`config.mk`:
```
export PLATFORM = sky130hd
export DESIGN_NAME = ffa_ctrl
export DESIGN_NICKNAME = d
export VERILOG_FILES = /design/src/hw/rtl/ffa_pkg.sv /design/src/hw/rtl/ffa_ctrl.sv
export SDC_FILE = /design/constraint.sdc
export NUM_CORES = 1
export LEC_CHECK = 0
export BUFFER_PORTS_ARGS = -buffer_cell sky130_fd_sc_hd__buf_2
export CORE_AREA = 2 2 39 41
export DETAILED_ROUTE_END_ITERATION = 8
export DIE_AREA = 0 0 41 43
export GPL_TIMING_DRIVEN = 0
export SLEW_MARGIN = 30
export SYNTH_ARGS = -nofsm -noshare
export SYNTH_HDL_FRONTEND = slang
export SYNTH_SLANG_ARGS = --single-unit
export TNS_END_PERCENT = 20
```
`constraint.sdc`:
```
create_clock -name clk -period 1 [get_ports clk]
set_input_delay 0.1 -clock clk [delete_from_list [all_inputs] [get_ports clk]]
set_output_delay 0.1 -clock clk [all_outputs]
set_load 0.05 [all_outputs]
```
`src/hw/rtl/ffa_pkg.sv`:
```
// Shared types and constants for the first-fit free-list allocator.
`timescale 1ns / 1ps

package ffa_pkg;

  localparam int ADDR_W    = 13;
  localparam int NEED_W    = 15;
  localparam int HDR_BYTES = 8;
  localparam int MIN_BLOCK = 16;

  localparam logic OP_ALLOC = 1'b0;
  localparam logic OP_FREE  = 1'b1;

  // controller -> datapath
  typedef struct packed {
    logic accept;   // latch request, start walk at list head
    logic do_free;  // push block onto list head
    logic advance;  // step to next list entry
    logic take;     // unlink current entry and return it
    logic carve;    // carve a new block at the break pointer
  } cmd_t;

  // datapath -> controller
  typedef struct packed {
    logic walk_end;
    logic fit;
  } sts_t;

  // Block size for a carved block: request rounded up to 8 plus header, min 16.
  function automatic logic [NEED_W-1:0] need_bytes(input logic [ADDR_W-1:0] req);
    logic [NEED_W-2:0] r;
    r = ({1'b0, req} + (NEED_W-1)'(HDR_BYTES - 1)) & ~(NEED_W-1)'(HDR_BYTES - 1);
    if (r > (NEED_W-1)'(HDR_BYTES)) begin
      return {1'b0, r} + NEED_W'(HDR_BYTES);
    end else begin
      return NEED_W'(MIN_BLOCK);
    end
  endfunction

endpackage

```
`src/hw/rtl/ffa_ctrl.sv`:
```
// Controller state machine for the first-fit free-list allocator.
`timescale 1ns / 1ps

module ffa_ctrl (
  input  logic          clk,
  input  logic          rst,
  input  logic          start,
  input  logic          op,
  input  ffa_pkg::sts_t sts,
  output ffa_pkg::cmd_t cmd,
  output logic          busy
);

  localparam logic [1:0] S_IDLE  = 2'd0;
  localparam logic [1:0] S_WALK  = 2'd1;
  localparam logic [1:0] S_CARVE = 2'd2;

  logic [1:0] state;
  logic [1:0] state_next;

  always_ff @(posedge clk) begin
    if (rst) begin
      state <= S_IDLE;
    end else begin
      state <= state_next;
    end
  end

  always_comb begin
    state_next = state;
    cmd        = '0;
    case (state)
      S_IDLE: begin
        if (start) begin
          if (op == ffa_pkg::OP_FREE) begin
            cmd.do_free = 1'b1;
          end else begin
            cmd.accept = 1'b1;
            state_next = S_WALK;
          end
        end
      end
      S_WALK: begin
        if (sts.walk_end) begin
          state_next = S_CARVE;
        end else if (sts.fit) begin
          cmd.take   = 1'b1;
          state_next = S_IDLE;
        end else begin
          cmd.advance = 1'b1;
        end
      end
      S_CARVE: begin
        cmd.carve  = 1'b1;
        state_next = S_IDLE;
      end
      default: begin
        state_next = S_IDLE;
      end
    endcase
  end

  assign busy = (state != S_IDLE);

endmodule

```
==> reports/results.ini, run 1 <==
[sta]
fin_setup_tns_ns = -1.61
finalSetupViolations = 7
fin_skew_ns = 0.00114
fmax_mhz = 710
relSlewSlack_pct = 89.2
whs_ns = 0.0446
min_period_over_period_pct = 141
drv_slew = 0
finalHoldViolations = 0
fin_crit_ns = 1.41
worst_pin_slew_ns = 0.161
rsz0062_at_grt = yes
worst_slack_ns = -0.409

[synth]
synth_top_family_by_area = simple AND/OR/NAND/NOR gates
synth_xor_xnor_area_share_pct = 0
netlist_instances = 14
yosys_warnings = 0
synth_area_um2 = 118
yosys-mux-area-fraction_pct = 0
synth-seq-area-share_pct = 34.0
ys_seq_elements = 2
syn_avg_cell_area_um2 = 8.40
synth_adder_area_share_pct = 0
synthSimpleGateAreaFrac_pct = 55.3
yosysUniqueCellTypes = 10
syn-num-nets = 20
synth_compound_area_share_pct = 4.26

[critical_path]
max_stage_delay_ns = 0.53
criticalPathCategory = flip-flop to output pin
crit_chain = or4b_4, clkinvlp_4, buf_8
arrival_ns = 1.31
end_kind = output pin
path_buf_inv = 2
startpoint_type = flip-flop
path_max_fanout = 5
crit_family = simple AND/OR/NAND/NOR gates
required_ns = 0.90
slowest_stage = or4b_4

[grt]
grt_pass1_wl_um = 524
grt_remaining_overflow = 0
grt_pass1_vias = 162
antenna_found_initial = 0
grtUsageTotal_pct = 5.51
grt_max_degree = 6

[final_layout]
final-instance-count-excl-fill = 44
layout.nets = 36
drive_above_1_share_pct = 85.7
final_core_util_pct = 21.4
syn_to_final_growth_pct = 152
largest_register = state
num_antenna_cells = 0
top_regs = state (2)
largest_reg_flops = 2

[power]
combPwrFrac_pct = 27.7
cellPowerDensity_mw_per_mm2 = 1240
clkPwrFrac_pct = 48.7
switchingPower_mw = 0.107
p_int_mw = 0.260
irDropWorstVdd_mv = 0.189
seq_power_share_pct = 23.5
p_leak_nw = 0.127
switching_share_pct = 29.3

[cts]
clk_pin_slew_ns = 0.03
clk_path_buf_depth = 2
cts_buffers = 3
post_cts_buffers = 0
insertion_delay_ns = 0.22
cts_tree = done
htreeDepth = 1
numClockSinks = 2
root_buffer = clkbuf_4

[place]
gp_routability_congestion = 0.418
port_buffers = 11
placed_cells = 41

[floorplan]
top_level_ports = 12
num_rows = 14
dieArea_mm2 = 0.00176
core_area_mm2 = 0.00138
die_w_um = 41
initial_utilization_pct = 8.50
chipHeight_um = 43

[hold_path]
hold_path.class = primary input to flip-flop

[routing]
route.final.wire_length_um = 351
vias = 154
drt-initial-drc-count = 1
ant_nets = 0
wire_per_inst_um = 7.98
drc = 0
drtPass1Iterations = 2
via_per_inst = 3.50

[job]
drv_cap = 0

[outcome]
violations = setup timing
status = finished with violations

==> synth_stat cells, drive strengths merged <==
cell / n / area (um2)
inv: 2 / 7.51
dfxtp: 2 / 40.0
a21oi: 1 / 5.00
nor3b: 2 / 15.0
or2: 1 / 6.26
or4b: 2 / 20.0
nand2: 1 / 3.75
and2b: 1 / 8.76
or2b: 1 / 7.51
nor2: 1 / 3.75
==> per-layer routing <==
metal,track usage (%),vias up,wire (um),share of wire (%)
li1,-,76,-,-
met1,2.56,70,101,29
met2,7.19,8,186,53
met3,6.28,0,63,18
met4,8.00,0,0,0
met5,0,-,0,0
==> metrics by stage <==
stage               total power, mW  cell area [um2]  worst slack [ns]
global placement              0.171              226            -0.297
finish                        0.367              297            -0.409
floorplan                     0.148              151            -0.193
CTS                           0.381              292            -0.428
global route                  0.395              297            -0.454
detailed placement            0.172              226            -0.304
==> what timing repair did <==
item,CTS,global route
gates resized for setup,14,2
pin swaps,2,0
hold buffers,0,0
endpoints found under the setup margin,7,7
==> layout make-up <==
| class | count | area (um2) |
|---|---|---|
| Clock buffer | 3 | 22.5 |
| Fill cell | 149 | 1090 |
| Tap cell | 16 | 20.0 |
| Multi-Input combinational cell | 10 | 96.3 |
| Inverter | 2 | 15.0 |
| Sequential cell | 2 | 42.5 |
| Timing Repair Buffer | 11 | 100 |
==> cells by family after synthesis <==
group	after synthesis
simple gates	9
compound gates	1
buf+inv	2
flops	2
==> power by group through the flow <==
stage,clock network [mW],logic [mW],registers (mW)
2_1_floorplan,0,0.0620,0.0862
3_3_place_gp,0,0.0844,0.0869
3_5_place_dp,0,0.0849,0.0868
4_1_cts,0.193,0.102,0.0859
5_1_grt,0.201,0.106,0.0871
6_report,0.179,0.102,0.0863
==> cell usage in the layout (no fill, tap or decap) <==
master | synthesis | layout
a21oi_1 | 1 | 1
and2b_2 | 1 | 1
buf_2 | 0 | 5
buf_6 | 0 | 4
buf_8 | 0 | 2
clkbuf_4 | 0 | 3
clkinvlp_4 | 0 | 2
dfxtp_2 | 0 | 2
nand2_1 | 1 | 1
nor2_4 | 0 | 1
nor3b_1 | 2 | 1
nor3b_4 | 0 | 1
or2_2 | 1 | 1
or2b_1 | 1 | 1
or4b_4 | 0 | 2
==> worst paths after layout <==
check | startpoint | end | slack [ns] | cells after the start
setup / recovery | state[1]$_SDFFE_PP0P_ | cmd[2] | -0.41 | 3
hold / removal | rst | state[0]$_SDFFE_PP0P_ | 0.04 | 2
setup reg to reg | state[1]$_SDFFE_PP0P_ | state[0]$_SDFFE_PP0P_ | -0.09 | 2
hold reg to reg | state[0]$_SDFFE_PP0P_ | state[0]$_SDFFE_PP0P_ | 0.57 | 2
No activity file was read; power rests on OpenSTA's default activity.
==> inputs of run 2 (changes only) <==
CELL_PAD_IN_SITES_DETAIL_PLACEMENT = 0   (was unset)
CELL_PAD_IN_SITES_GLOBAL_PLACEMENT = 1   (was unset)
PLACE_DENSITY_LB_ADDON = 0.1   (was unset)
==> run 2 against run 1 <==
  * The run still ends with setup timing left
  * Worst setup slack improved by 0.0043 ns
  * Critical path depth did not move
  * Cell area rose by 3.8%
  * Sequential cell count did not move
  * First-iteration DRC count did not move
  * Total power rose by 0.68%
==> reports/results.ini, run 2 (same netlist as run 1, synthesis figures left out) <==
[sta]
fin_skew_ns = 0.00293  ; was 0.00114 ns
rsz0062_at_grt = yes  ; unchanged
finalHoldViolations = 0  ; unchanged
finalSetupViolations = 7  ; unchanged
drv_slew = 0  ; unchanged
worst_slack_ns = -0.405  ; was -0.409 ns
fmax_mhz = 712  ; was 710 MHz
fin_crit_ns = 1.40  ; was 1.41 ns
min_period_over_period_pct = 140  ; was 141%
relSlewSlack_pct = 89.1  ; was 89.2%
worst_pin_slew_ns = 0.163  ; was 0.161 ns

[final_layout]
final_common_cell = buf_2  ; unchanged
final-instance-count-excl-fill = 45  ; was 44
largest_reg_flops = 2  ; unchanged
fillers = 159  ; was 149
layout.nets = 37  ; was 36
drive_above_1_share_pct = 86.2  ; was 85.7%
num_antenna_cells = 0  ; unchanged
largest_register = state  ; unchanged
layout_common_cells = 5 x buf_2, 3 x clkbuf_4, 3 x buf_8, 3 x buf_6  ; was 5 x buf_2, 4 x buf_6, 3 x clkbuf_4
syn_to_final_growth_pct = 162  ; was 152%
top_regs = state (2)  ; unchanged

[critical_path]
max_stage_delay_ns = 0.53  ; about the same
r2r_setup_slack_ns = -0.22  ; was -0.09 ns
arrival_ns = 1.30  ; was 1.31 ns
crit_chain = or4b_4, clkinvlp_4, buf_8  ; unchanged
startpoint_type = flip-flop  ; unchanged
rr_endpoint = state[0]$_SDFFE_PP0P_  ; unchanged
r2r_cells = 3  ; was 2
end_kind = output pin  ; unchanged
slowest_stage = or4b_4  ; unchanged
r2r-start = state[1]$_SDFFE_PP0P_  ; unchanged
required_ns = 0.90  ; about the same
criticalPathCategory = flip-flop to output pin  ; unchanged
path_max_fanout = 5  ; unchanged

[grt]
grtUsageTotal_pct = 5.41  ; was 5.51%
grt_max_degree = 6  ; unchanged
grt_pass1_wl_um = 572  ; was 524 um
antenna_found_initial = 0  ; unchanged
grt_remaining_overflow = 0  ; unchanged
grt_pass1_vias = 139  ; was 162

[cts]
cts_buffers = 3  ; unchanged
htreeDepth = 1  ; unchanged
clk_pin_slew_ns = 0.03  ; about the same
cts_tree = done  ; unchanged
insertion_delay_ns = 0.22  ; about the same
root_buffer = clkbuf_4  ; unchanged
clk_path_buf_depth = 2  ; unchanged
numClockSinks = 2  ; unchanged

[place]
port_buffers = 11  ; unchanged
placed_cells = 41  ; unchanged
gp_routability_congestion = 0.572  ; was 0.418
dpl_worst_slack_ns = -0.303  ; was -0.304 ns

[floorplan]
chipHeight_um = 43  ; unchanged
dieArea_mm2 = 0.00176  ; unchanged
die_w_um = 41  ; unchanged
core_area_mm2 = 0.00138  ; unchanged
initial_utilization_pct = 8.50  ; unchanged
top_level_ports = 12  ; unchanged
num_rows = 14  ; unchanged

[power]
irDropWorstVdd_mv = 0.402  ; was 0.189 mV
p_leak_nw = 0.132  ; was 0.127 nW
cellPowerDensity_mw_per_mm2 = 1200  ; was 1240 mW/mm2

[routing]
drt-initial-drc-count = 1  ; unchanged
drtPass1Iterations = 2  ; unchanged
ant_nets = 0  ; unchanged
wire_per_inst_um = 7.62  ; was 7.98 um
route.final.wire_length_um = 343  ; was 351 um
drc = 0  ; unchanged
via_per_inst = 3.07  ; was 3.50
vias = 138  ; was 154

[hold_path]
hold_end = state[0]$_SDFFE_PP0P_  ; unchanged
min_path_cells = 2  ; unchanged
hold_path.class = primary input to flip-flop  ; unchanged
worstHoldStart = rst  ; unchanged

[job]
drv_cap = 0  ; unchanged

[outcome]
violations = setup timing  ; unchanged
status = finished with violations  ; unchanged

==> run 2: cell count changes in the layout (fill, tap and decap cells not counted) <==
cell   delta
buf_4     +1
buf_6     -1
buf_8     +1
==> run 2: worst max-delay path, delay by kind of cell, from the launching register on <==
kind / cells / cell delay [ns]
buffers and inverters: 2 / 0.22
DFF: 1 / 0.32
and+or+nand+nor: 1 / 0.53
==> run 2: worst max-delay path by stage <==
stage | from | to | slack [ns] | depth (start not counted)
global route | state[1]$_SDFFE_PP0P_ | cmd[4] | -0.45 | 3
finish | state[1]$_SDFFE_PP0P_ | cmd[4] | -0.40 | 3
global placement | state[0]$_SDFFE_PP0P_ | cmd[4] | -0.31 | 3
floorplan | state[0]$_SDFFE_PP0P_ | cmd[1] | -0.19 | 2
CTS | state[1]$_SDFFE_PP0P_ | cmd[4] | -0.42 | 3
detailed placement | state[1]$_SDFFE_PP0P_ | cmd[2] | -0.30 | 3
==> run 2: final cells by class <==
class                      instances  area [um2]  share of cell area, %
multi-input combinational         10        96.3                   31.3
sequential                         2        42.5                   13.8
clock buffer                       3        22.5                   7.32
inverter                           2        15.0                   4.88
tap                               16        20.0                   6.50
timing repair buffer              12         111                   36.2
==> run 2: repair_timing <==
item | in CTS | in global routing
resized for setup | 16 | 1
hold buffers | 0 | 0
setup endpoints to repair | 7 | 7
setup buffers | 1 | 0
pin swaps | 2 | 0
==> run 2: per-layer routing <==
| metal | vias to the layer above | global-route usage [%] | share of wire (%) |
|---|---|---|---|
| li1 | 77 | - | - |
| met1 | 57 | 5.75 | 38 |
| met2 | 4 | 6.56 | 54 |
| met3 | 0 | 4.71 | 7.6 |
| met4 | 0 | 4.00 | 0 |
| met5 | - | 0 | 0 |
==> run 2: through the flow <==
step | hold slack [ns] | utilization, % | setup TNS, ns | area [um2] | total power [mW]
after global routing | 0.0481 | 22.2 | -2.11 | 308 | 0.404
final | 0.0500 | 22.2 | -1.73 | 308 | 0.370
after detailed placement | 0.289 | 16.4 | -1.01 | 226 | 0.173
after CTS | 0.0423 | 22.0 | -1.83 | 304 | 0.380
after global placement | 0.289 | 16.4 | -1.06 | 226 | 0.172
after floorplan | 0.169 | - | -0.753 | 151 | 0.148
==> run 2: power breakdown <==
group          switching [mW]  total [mW]  internal (mW)
clock                  0.0438       0.176          0.132
combinational          0.0592       0.107         0.0480
sequential            0.00272      0.0866         0.0839
